[config.mk]
export PLATFORM = sky130hd
export DESIGN_NAME = link_period_budget_allocator_unit
export DESIGN_NICKNAME = d
export VERILOG_FILES = /design/src/rtl/lpba_pkg.sv /design/src/rtl/lpba_table.sv /design/src/rtl/lpba_period.sv /design/src/rtl/link_period_budget_allocator_unit.sv
export SDC_FILE = /design/constraint.sdc
export NUM_CORES = 2
export LEC_CHECK = 0
export ABC_CLOCK_PERIOD_IN_PS = 11250
export BUFFER_PORTS_ARGS = -buffer_cell sky130_fd_sc_hd__buf_2
export CORE_ASPECT_RATIO = 1.1
export CORE_MARGIN = 2
export CORE_UTILIZATION = 58
export DETAILED_ROUTE_END_ITERATION = 8
export HOLD_SLACK_MARGIN = 0.06
export PLACE_DENSITY = 0.8
export SLEW_MARGIN = 20
export SYNTH_ARGS = -nofsm -noshare
export SYNTH_HDL_FRONTEND = slang
export SYNTH_SLANG_ARGS = --single-unit
export TNS_END_PERCENT = 100
[constraint.sdc]
create_clock -name clock -period 11.25 [get_ports clock]
set_input_delay 1.125 -clock clock [delete_from_list [all_inputs] [get_ports clock]]
set_output_delay 1.125 -clock clock [all_outputs]
set_load 0.01 [all_outputs]
[src/rtl/lpba_pkg.sv]
// Shared constants, codes and types of the link period budget allocator.
package lpba_pkg;

   // Field widths
   localparam int BUDGET_W  = 16;
   localparam int TIMEOUT_W = 16;
   localparam int SHOFF_W   = 17;
   localparam int OFFSET_W  = 17;
   localparam int PERIOD_W  = 4;
   localparam int LINKS_W   = 5;
   localparam int DIV_W     = 6;   // min_links + 1, at most 32
   localparam int UNIT_W    = 22;  // divisor times 2^16
   localparam int CSR_IDX_W = 2;

   localparam int MAX_LINKS_DEFAULT = 16;

   // Largest period exponent
   localparam logic [PERIOD_W-1:0] PERIOD_MAX = 4'd15;

   // Command codes
   localparam logic CMD_LOAD = 1'b0;
   localparam logic CMD_EVAL = 1'b1;

   // Register indexes
   localparam logic [CSR_IDX_W-1:0] CSR_MAX_BUDGET    = 2'd0;
   localparam logic [CSR_IDX_W-1:0] CSR_MIN_LINKS     = 2'd1;
   localparam logic [CSR_IDX_W-1:0] CSR_STRATEGY_MODE = 2'd2;

   // Register reset values
   localparam logic [BUDGET_W-1:0] MAX_BUDGET_RESET = 16'd6554;
   localparam logic [LINKS_W-1:0]  MIN_LINKS_RESET  = 5'd4;
   localparam logic                STRATEGY_RESET   = 1'b0;

   // Strategy codes
   localparam logic MODE_STATIC  = 1'b0;
   localparam logic MODE_DYNAMIC = 1'b1;

   // One table entry
   typedef struct packed {
      logic [BUDGET_W-1:0]  budget;
      logic [TIMEOUT_W-1:0] timeout;
   } entry_type;

endpackage

[src/rtl/lpba_table.sv]
// Link table: one synchronous memory of budget and timeout entries.
module lpba_table #(
   parameter int DEPTH = lpba_pkg::MAX_LINKS_DEFAULT,
   parameter int AW    = 4
) (
   input  logic                clock,
   input  logic                wr_en,
   input  logic [AW-1:0]       wr_addr,
   input  lpba_pkg::entry_type wr_data,
   input  logic                rd_en,
   input  logic [AW-1:0]       rd_addr,
   output lpba_pkg::entry_type rd_data
);

   lpba_pkg::entry_type mem [DEPTH];
   lpba_pkg::entry_type rd_data_ff;

   always_ff @(posedge clock) begin
      if (wr_en) begin
         mem[wr_addr] <= wr_data;
      end
      if (rd_en) begin
         rd_data_ff <= mem[rd_addr];
      end
   end

   assign rd_data = rd_data_ff;

endmodule

[src/rtl/lpba_period.sv]
// Period exponent search: least n with 10*avail*2^n >= unit, saturated.
module lpba_period #(
   parameter int A10W = 32
) (
   input  logic [A10W-1:0]                 a10,
   input  logic [lpba_pkg::UNIT_W-1:0]     unit,
   output logic [lpba_pkg::PERIOD_W-1:0]   period
);

   localparam int SW    = A10W + 14;
   localparam int STEPS = 15;

   logic [STEPS-1:0] ge;
   logic [SW-1:0]    unit_ext;

   assign unit_ext = SW'(unit);

   always_comb begin
      for (int n = 0; n < STEPS; n++) begin
         ge[n] = ((SW'(a10) << n) >= unit_ext) && (a10 != '0);
      end
   end

   // take the lowest exponent that meets the bound
   always_comb begin
      period = lpba_pkg::PERIOD_MAX;
      for (int n = STEPS - 1; n >= 0; n--) begin
         if (ge[n]) begin
            period = lpba_pkg::PERIOD_W'(n);
         end
      end
   end

endmodule

[src/rtl/link_period_budget_allocator_unit.sv]
// Top level of the link period budget allocator: control sequencer and registers.
// Load: written into the table from the idle state; static evaluate: init, then emit to the result register.
// Dynamic evaluate: init, a table walk over the N links, then check; each reclaim round is a
//   search walk and a pick, back to check; at most N+1 reclaim rounds.
// No input is taken from evaluate acceptance until the result is registered; a held
//   result stalls the emit. Reset (synchronous): control registers reset, table emptied.
module link_period_budget_allocator_unit #(
   parameter int MAX_LINKS = lpba_pkg::MAX_LINKS_DEFAULT
) (
   input  logic                                 clock,
   input  logic                                 reset,
   // request channel
   input  logic                                 req_valid,
   output logic                                 req_ready,
   input  logic                                 req_command,
   input  logic [lpba_pkg::BUDGET_W-1:0]        req_pp_budget,
   input  logic [lpba_pkg::TIMEOUT_W-1:0]       req_pp_timeout,
   input  logic [lpba_pkg::BUDGET_W-1:0]        req_sh_budget,
   input  logic signed [lpba_pkg::SHOFF_W-1:0]  req_sh_offset,
   // response channel
   output logic                                 rsp_valid,
   input  logic                                 rsp_ready,
   output logic [lpba_pkg::OFFSET_W-1:0]        rsp_min_offset,
   output logic [lpba_pkg::PERIOD_W-1:0]        rsp_min_period,
   output logic                                 rsp_status,
   // configuration
   input  logic                                 csr_write_enable,
   input  logic [lpba_pkg::CSR_IDX_W-1:0]       csr_index,
   input  logic [lpba_pkg::BUDGET_W-1:0]        csr_write_data
);

   // Address and count widths follow the table depth
   localparam int AW   = (MAX_LINKS > 1) ? $clog2(MAX_LINKS) : 1;
   localparam int CW   = $clog2(MAX_LINKS + 1);
   // Scaled budgets: each Q0.16 budget times the divisor; room for every link plus sign
   localparam int AVW  = 21 + $clog2(MAX_LINKS + 1) + 2;
   localparam int A10W = AVW + 4;
   localparam int PW   = lpba_pkg::BUDGET_W + lpba_pkg::DIV_W;
   localparam int HW   = AVW + 7;

   localparam logic [CW-1:0]         COUNT_MAX = CW'(MAX_LINKS);
   localparam logic signed [HW-1:0]  HUNDRED   = HW'(100);
   localparam logic [A10W-1:0]       TEN       = A10W'(10);

   // Sequencer states
   localparam logic [2:0] S_IDLE  = 3'd0;
   localparam logic [2:0] S_INIT  = 3'd1;
   localparam logic [2:0] S_PASS  = 3'd2;
   localparam logic [2:0] S_CHECK = 3'd3;
   localparam logic [2:0] S_PICK  = 3'd4;
   localparam logic [2:0] S_EMIT  = 3'd5;

   // ---------------------------------------------------------------
   // Configuration registers
   // ---------------------------------------------------------------
   logic [lpba_pkg::BUDGET_W-1:0] max_budget_ff;
   logic [lpba_pkg::LINKS_W-1:0]  min_links_ff;
   logic                          mode_ff;

   always_ff @(posedge clock) begin
      if (reset) begin
         max_budget_ff <= lpba_pkg::MAX_BUDGET_RESET;
         min_links_ff  <= lpba_pkg::MIN_LINKS_RESET;
         mode_ff       <= lpba_pkg::STRATEGY_RESET;
      end else if (csr_write_enable) begin
         if (csr_index == lpba_pkg::CSR_MAX_BUDGET) begin
            max_budget_ff <= csr_write_data;
         end
         if (csr_index == lpba_pkg::CSR_MIN_LINKS) begin
            min_links_ff <= csr_write_data[lpba_pkg::LINKS_W-1:0];
         end
         if (csr_index == lpba_pkg::CSR_STRATEGY_MODE) begin
            mode_ff <= csr_write_data[0];
         end
      end
   end

   // Effective link minimum (zero acts as one), divisor and unit
   logic [lpba_pkg::LINKS_W-1:0] links;
   logic [lpba_pkg::DIV_W-1:0]   div;
   logic [lpba_pkg::UNIT_W-1:0]  unit;

   assign links = (min_links_ff == '0) ? lpba_pkg::LINKS_W'(1) : min_links_ff;
   assign div   = lpba_pkg::DIV_W'(links) + lpba_pkg::DIV_W'(1);
   assign unit  = {div, 16'h0000};

   // ---------------------------------------------------------------
   // Sequencer registers
   // ---------------------------------------------------------------
   logic [2:0]                      state_ff, state_in;
   logic [CW-1:0]                   count_ff, count_in;
   logic [CW-1:0]                   idx_ff, idx_in;
   logic                            pend_ff, pend_in;
   logic [AW-1:0]                   pend_idx_ff, pend_idx_in;
   logic                            search_ff, search_in;
   logic [MAX_LINKS-1:0]            taken_ff, taken_in;
   logic                            sh_taken_ff, sh_taken_in;
   logic                            best_v_ff, best_v_in;
   logic                            rsp_valid_ff, rsp_valid_in;

   // payload registers
   logic [lpba_pkg::BUDGET_W-1:0]   sh_budget_ff, sh_budget_in;
   logic [lpba_pkg::TIMEOUT_W-1:0]  sh_offset_ff, sh_offset_in;
   logic                            sh_present_ff, sh_present_in;
   logic signed [AVW-1:0]           avail_ff, avail_in;
   logic [A10W-1:0]                 a10_ff, a10_in;
   logic [lpba_pkg::OFFSET_W-1:0]   offset_ff, offset_in;
   logic                            fail_ff, fail_in;
   logic [lpba_pkg::TIMEOUT_W-1:0]  best_t_ff, best_t_in;
   logic [lpba_pkg::BUDGET_W-1:0]   best_b_ff, best_b_in;
   logic [AW-1:0]                   best_idx_ff, best_idx_in;
   logic [lpba_pkg::OFFSET_W-1:0]   rsp_offset_ff, rsp_offset_in;
   logic [lpba_pkg::PERIOD_W-1:0]   rsp_period_ff, rsp_period_in;
   logic                            rsp_status_ff, rsp_status_in;

   // ---------------------------------------------------------------
   // Table memory
   // ---------------------------------------------------------------
   logic                tbl_wr_en;
   lpba_pkg::entry_type tbl_wr_data;
   logic                tbl_rd_en;
   lpba_pkg::entry_type tbl_rd_data;

   assign tbl_wr_data.budget  = req_pp_budget;
   assign tbl_wr_data.timeout = req_pp_timeout;

   lpba_table #(
      .DEPTH (MAX_LINKS),
      .AW    (AW)
   ) u_table (
      .clock   (clock),
      .wr_en   (tbl_wr_en),
      .wr_addr (count_ff[AW-1:0]),
      .wr_data (tbl_wr_data),
      .rd_en   (tbl_rd_en),
      .rd_addr (idx_ff[AW-1:0]),
      .rd_data (tbl_rd_data)
   );

   // ---------------------------------------------------------------
   // Period search on the registered 10 * avail
   // ---------------------------------------------------------------
   logic [lpba_pkg::PERIOD_W-1:0] period;

   lpba_period #(
      .A10W (A10W)
   ) u_period (
      .a10    (a10_ff),
      .unit   (unit),
      .period (period)
   );

   // ---------------------------------------------------------------
   // Arithmetic shared by the states
   // ---------------------------------------------------------------
   // One budget-times-divisor multiplier: table read in the pass, reclaim in pick,
   // shared-channel share at init
   logic [lpba_pkg::BUDGET_W-1:0] mul_op;
   logic [PW-1:0]                 mul_prod;
   logic signed [AVW-1:0]         mul_s;
   logic [PW-1:0]                 maxs;
   logic                          share_fair;
   logic signed [AVW-1:0]         avail_init;
   logic signed [HW-1:0]          hundred_avail;
   logic                          enough;
   logic                          sh_pick;

   always_comb begin
      mul_op = sh_budget_ff;
      if (state_ff == S_PASS) begin
         mul_op = tbl_rd_data.budget;
      end else if (state_ff == S_PICK && !sh_pick) begin
         mul_op = best_b_ff;
      end
   end

   assign mul_prod = PW'(mul_op) * PW'(div);
   assign mul_s    = AVW'(mul_prod);
   assign maxs     = PW'(max_budget_ff) * PW'(div);

   // fair share applies once enough links are loaded and the shared channel uses less
   assign share_fair = (8'(count_ff) >= (8'(links) - 8'd1))
                       && (mul_prod < PW'(max_budget_ff));
   assign avail_init = AVW'(maxs) - (share_fair ? AVW'(max_budget_ff) : mul_s);

   // avail >= 0.01 of the unit, compared as signed so that a deficit never passes
   assign hundred_avail = HW'(avail_ff) * HUNDRED;
   assign enough        = hundred_avail >= $signed(HW'(unit));

   // shared channel wins only on a strictly earlier slot
   assign sh_pick = !sh_taken_ff && (!best_v_ff || (sh_offset_ff < best_t_ff));

   // ---------------------------------------------------------------
   // Next-state logic
   // ---------------------------------------------------------------
   assign req_ready = (state_ff == S_IDLE);

   always_comb begin
      state_in      = state_ff;
      count_in      = count_ff;
      idx_in        = idx_ff;
      pend_in       = pend_ff;
      pend_idx_in   = pend_idx_ff;
      search_in     = search_ff;
      taken_in      = taken_ff;
      sh_taken_in   = sh_taken_ff;
      best_v_in     = best_v_ff;
      sh_budget_in  = sh_budget_ff;
      sh_offset_in  = sh_offset_ff;
      sh_present_in = sh_present_ff;
      avail_in      = avail_ff;
      a10_in        = a10_ff;
      offset_in     = offset_ff;
      fail_in       = fail_ff;
      best_t_in     = best_t_ff;
      best_b_in     = best_b_ff;
      best_idx_in   = best_idx_ff;
      rsp_offset_in = rsp_offset_ff;
      rsp_period_in = rsp_period_ff;
      rsp_status_in = rsp_status_ff;
      tbl_wr_en     = 1'b0;
      tbl_rd_en     = 1'b0;

      // drop the result once its transfer completes
      rsp_valid_in = rsp_valid_ff && !rsp_ready;

      unique case (state_ff)
         S_IDLE: begin
            if (req_valid) begin
               if (req_command == lpba_pkg::CMD_LOAD) begin
                  // ignore loads into a full table
                  if (count_ff < COUNT_MAX) begin
                     tbl_wr_en = 1'b1;
                     count_in  = count_ff + CW'(1);
                  end
               end else begin
                  sh_budget_in  = req_sh_budget;
                  sh_offset_in  = req_sh_offset[lpba_pkg::TIMEOUT_W-1:0];
                  sh_present_in = !req_sh_offset[lpba_pkg::SHOFF_W-1];
                  state_in      = S_INIT;
               end
            end
         end

         S_INIT: begin
            offset_in = '0;
            fail_in   = 1'b0;
            if (mode_ff == lpba_pkg::MODE_STATIC) begin
               a10_in   = A10W'(max_budget_ff) * TEN;
               state_in = S_EMIT;
            end else begin
               avail_in    = avail_init;
               idx_in      = '0;
               pend_in     = 1'b0;
               search_in   = 1'b0;
               taken_in    = '0;
               sh_taken_in = !sh_present_ff;
               state_in    = S_PASS;
            end
         end

         S_PASS: begin
            // issue the next read, process the one returned from the last cycle
            if (idx_ff < count_ff) begin
               tbl_rd_en   = 1'b1;
               idx_in      = idx_ff + CW'(1);
               pend_in     = 1'b1;
               pend_idx_in = idx_ff[AW-1:0];
            end else begin
               pend_in = 1'b0;
            end
            if (pend_ff) begin
               if (!search_ff) begin
                  avail_in = avail_ff - mul_s;
               end else if (!taken_ff[pend_idx_ff]
                            && (!best_v_ff || (tbl_rd_data.timeout < best_t_ff))) begin
                  best_v_in   = 1'b1;
                  best_t_in   = tbl_rd_data.timeout;
                  best_b_in   = tbl_rd_data.budget;
                  best_idx_in = pend_idx_ff;
               end
            end
            if ((idx_ff == count_ff) && !pend_ff) begin
               state_in = search_ff ? S_PICK : S_CHECK;
            end
         end

         S_CHECK: begin
            if (enough) begin
               a10_in   = A10W'(avail_ff[AVW-2:0]) * TEN;
               state_in = S_EMIT;
            end else begin
               // start another search for the earliest timeout
               best_v_in = 1'b0;
               search_in = 1'b1;
               idx_in    = '0;
               pend_in   = 1'b0;
               state_in  = S_PASS;
            end
         end

         S_PICK: begin
            if (sh_pick) begin
               sh_taken_in = 1'b1;
               avail_in    = avail_ff + mul_s;
               offset_in   = lpba_pkg::OFFSET_W'(sh_offset_ff) + lpba_pkg::OFFSET_W'(1);
               state_in    = S_CHECK;
            end else if (best_v_ff) begin
               taken_in[best_idx_ff] = 1'b1;
               avail_in              = avail_ff + mul_s;
               offset_in = lpba_pkg::OFFSET_W'(best_t_ff) + lpba_pkg::OFFSET_W'(1);
               state_in  = S_CHECK;
            end else begin
               // nothing left to reclaim
               fail_in  = 1'b1;
               state_in = S_EMIT;
            end
         end

         S_EMIT: begin
            // hold until the result register is free
            if (!rsp_valid_ff || rsp_ready) begin
               rsp_valid_in  = 1'b1;
               rsp_offset_in = fail_ff ? '0 : offset_ff;
               rsp_period_in = fail_ff ? '0 : period;
               rsp_status_in = fail_ff;
               count_in      = '0;
               state_in      = S_IDLE;
            end
         end

         default: begin
            state_in = S_IDLE;
         end
      endcase
   end

   // ---------------------------------------------------------------
   // Registers
   // ---------------------------------------------------------------
   always_ff @(posedge clock) begin
      if (reset) begin
         state_ff     <= S_IDLE;
         count_ff     <= '0;
         idx_ff       <= '0;
         pend_ff      <= 1'b0;
         search_ff    <= 1'b0;
         taken_ff     <= '0;
         sh_taken_ff  <= 1'b0;
         best_v_ff    <= 1'b0;
         rsp_valid_ff <= 1'b0;
      end else begin
         state_ff     <= state_in;
         count_ff     <= count_in;
         idx_ff       <= idx_in;
         pend_ff      <= pend_in;
         search_ff    <= search_in;
         taken_ff     <= taken_in;
         sh_taken_ff  <= sh_taken_in;
         best_v_ff    <= best_v_in;
         rsp_valid_ff <= rsp_valid_in;
      end
   end

   always_ff @(posedge clock) begin
      pend_idx_ff   <= pend_idx_in;
      sh_budget_ff  <= sh_budget_in;
      sh_offset_ff  <= sh_offset_in;
      sh_present_ff <= sh_present_in;
      avail_ff      <= avail_in;
      a10_ff        <= a10_in;
      offset_ff     <= offset_in;
      fail_ff       <= fail_in;
      best_t_ff     <= best_t_in;
      best_b_ff     <= best_b_in;
      best_idx_ff   <= best_idx_in;
      rsp_offset_ff <= rsp_offset_in;
      rsp_period_ff <= rsp_period_in;
      rsp_status_ff <= rsp_status_in;
   end

   assign rsp_valid      = rsp_valid_ff;
   assign rsp_min_offset = rsp_offset_ff;
   assign rsp_min_period = rsp_period_ff;
   assign rsp_status     = rsp_status_ff;

   // ---------------------------------------------------------------
   // Assertions
   // ---------------------------------------------------------------
   // the table never holds more entries than its depth
   a_count_bound: assert property (@(posedge clock) disable iff (reset)
      count_ff <= COUNT_MAX)
      else $error("entry count beyond table depth");

   // a returned read always belongs to a loaded entry
   a_read_loaded: assert property (@(posedge clock) disable iff (reset)
      pend_ff |-> (CW'(pend_idx_ff) < count_ff))
      else $error("read of an entry that was never loaded");

   // the table is empty again after each evaluation
   a_empty_after_eval: assert property (@(posedge clock) disable iff (reset)
      (state_ff == S_EMIT) && (state_in == S_IDLE) |=> (count_ff == '0))
      else $error("table not emptied after evaluation");

   // a no-budget answer carries zero offset and zero period
   a_fail_zero: assert property (@(posedge clock) disable iff (reset)
      rsp_valid_ff && rsp_status_ff |-> (rsp_offset_ff == '0) && (rsp_period_ff == '0))
      else $error("no-budget result with non-zero fields");

endmodule
==> Word level (Yosys, flattened, before mapping) <==
Memory sizes are Yosys's and may differ from the RTL's. A register that Yosys moved wholly into a read port is not among the register bits.
Cells that the tools add are included.
{ "word_totals": {"ram_bits": 512, "out_inout_bits": 24, "regBits": 229, "mem_count": 1, "elab_cells": 247, "inputBits": 89} }
{ "mem_list": {"columns": ["name", "words", "width", "read_ports", "rd_clocked_by_memory_dff", "wr", "line_no", "rtl"], "rows": [
  ["u_table.mem", 16, 32, 1, 1, 1, "lpba_table.sv:15", "lpba_pkg::entry_type mem [DEPTH];"]
]} }
{ "classes": {"n_reduce_logical": 67, "add_sub_neg": 9, "eq_ne": 28, "multipliers": 5, "n_bitwise": 1, "magnitude_cmp": 25, "n_mux": 82} }
{ "ops": {"columns": ["operator", "count"], "rows": [
  ["28-bit two-way mux", 5],
  ["28-bit one-hot mux with 3 select lines", 1],
  ["16-bit two-way mux", 5],
  ["32-bit two-way mux", 2],
  ["32-bit one-hot mux with 2 select lines", 1],
  ["46-bit by 22-bit greater-or-equal comparator with 1-bit output", 1],
  ["45-bit by 22-bit greater-or-equal comparator with 1-bit output", 1],
  ["44-bit by 22-bit greater-or-equal comparator with 1-bit output", 1],
  ["16-bit by 6-bit multiplier with 22-bit output", 2],
  ["43-bit by 22-bit greater-or-equal comparator with 1-bit output", 1],
  ["42-bit by 22-bit greater-or-equal comparator with 1-bit output", 1],
  ["41-bit by 22-bit greater-or-equal comparator with 1-bit output", 1],
  ["40-bit by 22-bit greater-or-equal comparator with 1-bit output", 1],
  ["5-bit two-way mux", 8],
  ["39-bit by 22-bit greater-or-equal comparator with 1-bit output", 1],
  ["3-bit two-way mux", 13],
  ["38-bit by 22-bit greater-or-equal comparator with 1-bit output", 1],
  ["37-bit by 22-bit greater-or-equal comparator with 1-bit output", 1],
  ["36-bit by 22-bit greater-or-equal comparator with 1-bit output", 1],
  ["35-bit by 22-bit greater-or-equal comparator with 1-bit output", 1],
  ["35-bit by 23-bit greater-or-equal comparator with 1-bit output", 1],
  ["16-bit by 1-bit adder with 17-bit output (second input constant)", 2],
  ["34-bit by 22-bit greater-or-equal comparator with 1-bit output", 1],
  ["17-bit two-way mux", 2],
  ["58 further kinds", 162]
]} }

==> Longest topological paths before layout <==
{ "depth": {"word_depth": 19, "depth_mapped": 54, "mapped_depth_nobuf": 52} }

==> Cells and area by module <==
A second synthesis with hierarchy kept.
{ "hier_totals": {"hier_cells": 4268, "hier_area_um2": 50243.2} }
{ "by_module_without_submodules": {"columns": ["mod", "area_each_um2", "instances", "cells_per_inst", "seq_area_each_um2"], "rows": [
  ["link_period_budget_allocator_unit", 24803.8, 1, 2785, 6256.0],
  ["lpba_table", 20155.6, 1, 838, 16335.7],
  ["lpba_period", 5283.8, 1, 645, 0.0]
]} }

==> Least setup slack after synthesis <==
No wires, ideal clock.
{ "synth_path": {"kind": "register to register", "from": "reg sh_offset_ff[10] in the netlist's numbering", "to": "reg avail_ff[22] (data pin)", "path_slack_ns": -1.146, "required_time_ns": 10.983, "stages_incl_launch_ff": 52, "arrival_time_ns": 12.129, "setup_time_ns": 0.267, "period_less_slack_ns": 12.396, "path_buffers": 3, "cell_sequence": "edfxtp_1 -> ha_1 -> and4_1 -> and2_1 -> a311oi_2 -> a211oi_2 -> clkbuf_1 -> mux2i_1 -> nor2_1 -> a21oi_1 -> nor2_1 -> fa_1 -> inv_1 -> fa_1 -> fa_1 -> inv_1 -> ha_1 -> nor2b_1 -> [... 16 more ...] -> fa_1 -> inv_1 -> fa_1 -> inv_1 -> fa_1 -> inv_1 -> ha_1 -> a21o_1 -> a21oi_1 -> o21ai_0 -> a221oi_1 -> a21oi_1 -> o41ai_1 -> o2111ai_1 -> a21oi_1 -> xnor2_1 -> nand2_1 -> o21ai_0"} }
{ "synth_via": {"elab_chain_len": 14, "elab_cells_between_ends": 20, "classes_between": "3 x add/sub; 1 x mul; 2 x order compare; 9 x mux; 5 x reduce/logical"} }
{ "synth_rtl": {"columns": ["element", "line_no", "rtl"], "rows": [
  ["start, declared", "link_period_budget_allocator_unit.sv:103", "logic [lpba_pkg::TIMEOUT_W-1:0] sh_offset_ff, sh_offset_in;"],
  ["start signal, assigned", "link_period_budget_allocator_unit.sv:368", "sh_offset_ff <= sh_offset_in;"],
  ["16-bit less-than comparator *", "link_period_budget_allocator_unit.sv:191", "assign sh_pick = !sh_taken_ff && (!best_v_ff || (sh_offset_ff < best_t_ff));"],
  ["1-bit logical OR *", "link_period_budget_allocator_unit.sv:191", null],
  ["1-bit logical AND *", "link_period_budget_allocator_unit.sv:191", null],
  ["1-bit logical NOT", "link_period_budget_allocator_unit.sv:172", "end else if (state_ff == S_PICK && !sh_pick) begin"],
  ["1-bit logical AND", "link_period_budget_allocator_unit.sv:172", null],
  ["16-bit two-way mux", "link_period_budget_allocator_unit.sv:172", null],
  ["16-bit two-way mux", "link_period_budget_allocator_unit.sv:170", "if (state_ff == S_PASS) begin"],
  ["16-bit by 6-bit multiplier with 22-bit output", "link_period_budget_allocator_unit.sv:177", "assign mul_prod = PW'(mul_op) * PW'(div);"],
  ["22-bit by 16-bit less-than comparator with 1-bit output", "link_period_budget_allocator_unit.sv:183", "&& (mul_prod < PW'(max_budget_ff));"],
  ["1-bit logical AND", "link_period_budget_allocator_unit.sv:183", null],
  ["22-bit two-way mux", "link_period_budget_allocator_unit.sv:184", "assign avail_init = AVW'(maxs) - (share_fair ? AVW'(max_budget_ff) : mul_s);"],
  ["22-bit by 22-bit subtractor with 23-bit output", "link_period_budget_allocator_unit.sv:184", null],
  ["28-bit two-way mux", "link_period_budget_allocator_unit.sv:248", "if (mode_ff == lpba_pkg::MODE_STATIC) begin"],
  ["28-bit one-hot mux with 3 select lines *", "link_period_budget_allocator_unit.sv:227", "unique case (state_ff)"],
  ["named net avail_in[22]", "link_period_budget_allocator_unit.sv:105", "logic signed [AVW-1:0] avail_ff, avail_in;"],
  ["end signal, assigned", "link_period_budget_allocator_unit.sv:370", "avail_ff <= avail_in;"],
  ["end, declared", "link_period_budget_allocator_unit.sv:105", null]
]} }
The timed path passes the listed nets; every way through them passes the cells marked *. The select of a mux whose other input is x is not followed.
A chain may end at the register's enable or synchronous reset.

==> Worst setup path in the final report <==
{ "layout_path": {"from": "reg best_t_ff[10] in the netlist's numbering", "to": "reg avail_ff[23] (data pin)"} }
{ "layout_via": {"elab_chain_len": 14, "elab_cells_between_ends": 20, "classes_between": "3 x add/sub; 1 x mul; 2 x order compare; 9 x mux; 5 x reduce/logical"} }
{ "layout_rtl": {"columns": ["element", "line_no", "rtl"], "rows": [
  ["start, declared", "link_period_budget_allocator_unit.sv:109", "logic [lpba_pkg::TIMEOUT_W-1:0] best_t_ff, best_t_in;"],
  ["start signal, assigned", "link_period_budget_allocator_unit.sv:374", "best_t_ff <= best_t_in;"],
  ["16-bit less-than comparator *", "link_period_budget_allocator_unit.sv:191", null],
  ["1-bit logical OR *", "link_period_budget_allocator_unit.sv:191", null],
  ["1-bit logical AND *", "link_period_budget_allocator_unit.sv:191", null],
  ["1-bit logical NOT", "link_period_budget_allocator_unit.sv:172", null],
  ["1-bit logical AND", "link_period_budget_allocator_unit.sv:172", null],
  ["16-bit two-way mux", "link_period_budget_allocator_unit.sv:172", null],
  ["16-bit two-way mux", "link_period_budget_allocator_unit.sv:170", null],
  ["16-bit by 6-bit multiplier with 22-bit output", "link_period_budget_allocator_unit.sv:177", null],
  ["22-bit by 16-bit less-than comparator with 1-bit output", "link_period_budget_allocator_unit.sv:183", null],
  ["1-bit logical AND", "link_period_budget_allocator_unit.sv:183", null],
  ["22-bit two-way mux", "link_period_budget_allocator_unit.sv:184", null],
  ["22-bit by 22-bit subtractor with 23-bit output", "link_period_budget_allocator_unit.sv:184", null],
  ["28-bit two-way mux", "link_period_budget_allocator_unit.sv:248", null],
  ["28-bit one-hot mux with 3 select lines *", "link_period_budget_allocator_unit.sv:227", null],
  ["named net avail_in[23]", "link_period_budget_allocator_unit.sv:105", null]
]} }
Marked as above.

==> impl_results.md <==
- Vias: 32660
- WS Path Type: register to register
- Clock latency on the worst-skew pair: roughly 0.66 ns
- FF-to-FF End: avail_ff[23]$_DFFE_PP_
- Core Region: 80330 µm²
- Tmin final: 11.81 ns
- Hold Path End: best_b_ff[13]$_DFFE_PP_
- Worst path most repeated cell: fa_1
- Drt pass-1 iters: 5
- Share of flip-flops with an asynchronous set or reset: 0%
- Clock sinks: 771
- Top cell type by total area after synthesis: edfxtp_1
- Worst stage delay on the critical path: 0.55 ns
- Final period utilization: 105.0%
- Layout cell share with drive strength beyond 1: a little under 20%
- Pre-CTS setup slack: -0.6104 ns
- Min-delay src: u_table.rd_data[29]$_DFFE_PP_
- Setup crit end kind: register
- First-iteration detailed-routing DRC count: 2770
- Worst Slack Setup Final: -0.5576 ns
- Final hold vios: 0
- Drt wl/cell: 24.55 µm
- Synth area leaders: edfxtp_1, ha_1, mux4_2, fa_1, inv_1
- Initial antenna violation count: 12
- Buf/Inv on CP: 10
- Status: complete, but fails checks
- FP Rows: 109
- Final setup viols: 17
- Synth warn: 0
- Post-synthesis mux area share: 9.130%
- Die Wd: approximately 280 µm
- WP data required: 11.59 ns
- Synthesized net count: roughly 4400
- Most common cell after layout, fill and taps aside: edfxtp_1
- Startpoint types: register
- Synthesized area per cell: ~12 µm²
- Most frequent cells in the layout: edfxtp_1, inv_1, ha_1
- Failing checks: setup timing
- Clk buf depth: 3
- Hold Path Class: register to register
- F_max: 0.08469 GHz
- Main combinational cell family by area after synthesis: adder cells
- Post-Synth Simple-Gate Area: 8.618%
- Max_cap viols: 0
- Number of routed nets with antenna violations: 0
- CTS tree: done
- Crit-path max FO: 7
- Flops & latches, synth: 771
- Post-synth EDFFs: just over 700
- Root Buffer: clkbuf_16
- CTS clk-pin slew, worst paths: 0.06 ns
- Reg-to-reg startpoint: best_t_ff[10]$_DFFE_PP_
- DRT Wirelength: 128.5 mm
- Vias in the first global route: 32823
- Complex-gate fraction of the synthesized area: 8.679%
- GRT Total Usage: between 30% and 40%
- First-pass GRT wire length: slightly below 200 mm
- Top FF cell, synth: edfxtp_1
- Family with the most delay on the worst path: adder cells
- Unrepaired setup endpoints after global routing: true
- Vias/cell: 6.239
- Adder-Cell Fraction of Synth Area: 18.12%
- DP HPWL: 82.91 mm
- Synth-to-layout area growth: 14.30%
- WHS: 0.4711 ns
- Synth Area in XOR/XNOR: 2.927%
- I/O Buffers: 112
- Worst Max-Slew Pin Slew: ~1.1 ns
- CP arrival: 12.15 ns
- Critical path's slowest cell: fa_1
- RePlAce Congestion: 0.9375
- Max-Slew Margin vs Limit: between 20% and 30%
- Cell area after synthesis: between 40000 and 50000 µm²
- Reg2reg setup slack: -0.56 ns
- GRT Residual Overflow: 0
- Initial core utilization: 58.43%
- Full die area: 83220 µm²
- Synth cell types: 90
- Final Skew: between 0.05 and 0.06 ns
- DRC viols: 0
- Area fraction of the dominant cell type after synthesis: a little under half
- Nets: 4778
- H-tree depth: 3
- Largest net degree at the start of global routing: 54
- Sequential element share of the synthesized area: 48.13%
- Worst reg2reg path depth: 51
- Die height: 302.4 µm
- CTS buffer count: between 70 and 80
- Hold Crit Depth: 0
- I/O pin count: 113
- Count of final max-slew check failures: 0
- Cell count after synthesis: 3769
## synthesized netlist by cell type, types with 21 or more instances
master and instances:
edfxtp_1 715, o21ai_0 112, ha_1 422, fa_1 161, xnor2_1 91, nor3_1 55
nand2b_1 25, inv_1 437, mux4_2 165, nand4_1 31, nand3_1 30, nand2_1 229
nor2b_1 55, clkbuf_1 80, o21a_1 31, a21oi_1 210, a31oi_1 28, nor2_1 294
a211oi_1 21, dfxtp_1 56, mux2i_1 49, xor2_1 64, buf_1 22, a21o_1 76
and3_1 28
## layout make-up
cell class                 count  area [µm²]
multi-input combinational   2451       23020
tap                         1054        1319
fill                        5476       26680
antenna                       11       27.53
inverter                     442        1659
clock inverter                41       409.1
sequential                   771       22600
timing repair buffer         362        2492
clock buffer                 103        2117
## metrics by stage
stage | cell area (µm²) | setup TNS (ns) | utilization, % | cells
after floorplan | 47200 | 0 | - | 3769
after global placement | 50510 | -2.258 | 62.87 | 5051
after detailed placement | 50510 | -7.045 | 62.87 | 5051
after CTS | 53350 | -2.523 | 66.42 | 5212
after global routing | 53640 | -12.81 | 66.77 | 5230
final | 53650 | -5.908 | 66.79 | 5235
## cell families (layout without fill, tap and decap cells)
logic type,count (synthesis),after routing
AOI/OAI and AO/OA,634,634
and+or+nand+nor,857,857
DFF,771,771
xor gates and xnor gates,156,156
other,0,11
adders and majority gates,583,583
buffers and inverters,547,948
muxes,221,221
## flip-flops by register name, indices dropped and copies added (netlist names), 3 cells and up
| name | cells |
|---|---|
| idx_ff | 5 |
| best_idx_ff | 4 |
| offset_ff | 17 |
| max_budget_ff | 16 |
| avail_ff | 28 |
| sh_offset_ff | 16 |
| best_b_ff | 16 |
| min_links_ff | 5 |
| count_ff | 5 |
| rsp_min_period | 4 |
| pend_idx_ff | 4 |
| state_ff | 3 |
| a10_ff | 30 |
| rsp_min_offset | 17 |
| best_t_ff | 16 |
| u_table.rd_data | 32 |
| sh_budget_ff | 16 |
| u_table.mem | 512 |
| taken_ff | 16 |
## repair_timing
action / 4_1_cts / 5_1_grt
pin swaps: 30 / 52
buffers inserted: 16 / 14
hold buffers: 0 / 0
endpoints found under the hold margin: 0 / 0
endpoints found under the setup margin: 18 / 20
resized for setup: 45 / 59
gates cloned: 1 / 0
## metal layers
| metal | vias to the layer above | part of all wire (%) | wire [µm] | track usage, % |
|---|---|---|---|---|
| li1 | 14438 | - | - | - |
| met1 | 16220 | 36 | 46730 | 37.95 |
| met2 | 1598 | 50 | 64880 | 54.03 |
| met3 | 398 | 7.7 | 9875 | 5.422 |
| met4 | 6 | 5.5 | 7032 | 15.44 |
| met5 | - | 0.023 | 30 | 0 |
## how the worst max path moves through the flow
stage	depth (start not counted)	slack (ns)	start	end
2_1_floorplan	50	0.01	min_links_ff[2]$_SDFFE_PP1P_	avail_ff[22]$_DFFE_PP_
3_3_place_gp	51	-0.25	sh_offset_ff[15]$_DFFE_PP_	avail_ff[27]$_DFFE_PP_
3_5_place_dp	51	-0.61	sh_offset_ff[15]$_DFFE_PP_	avail_ff[24]$_DFFE_PP_
4_1_cts	48	-0.28	sh_offset_ff[1]$_DFFE_PP_	avail_ff[24]$_DFFE_PP_
5_1_grt	52	-1.0	best_t_ff[10]$_DFFE_PP_	avail_ff[23]$_DFFE_PP_
6_report	51	-0.56	best_t_ff[10]$_DFFE_PP_	avail_ff[23]$_DFFE_PP_
Power is left out: the tool's default activity adds up to more than one toggle a clock period on the data nets, which glitch-free logic cannot reach.
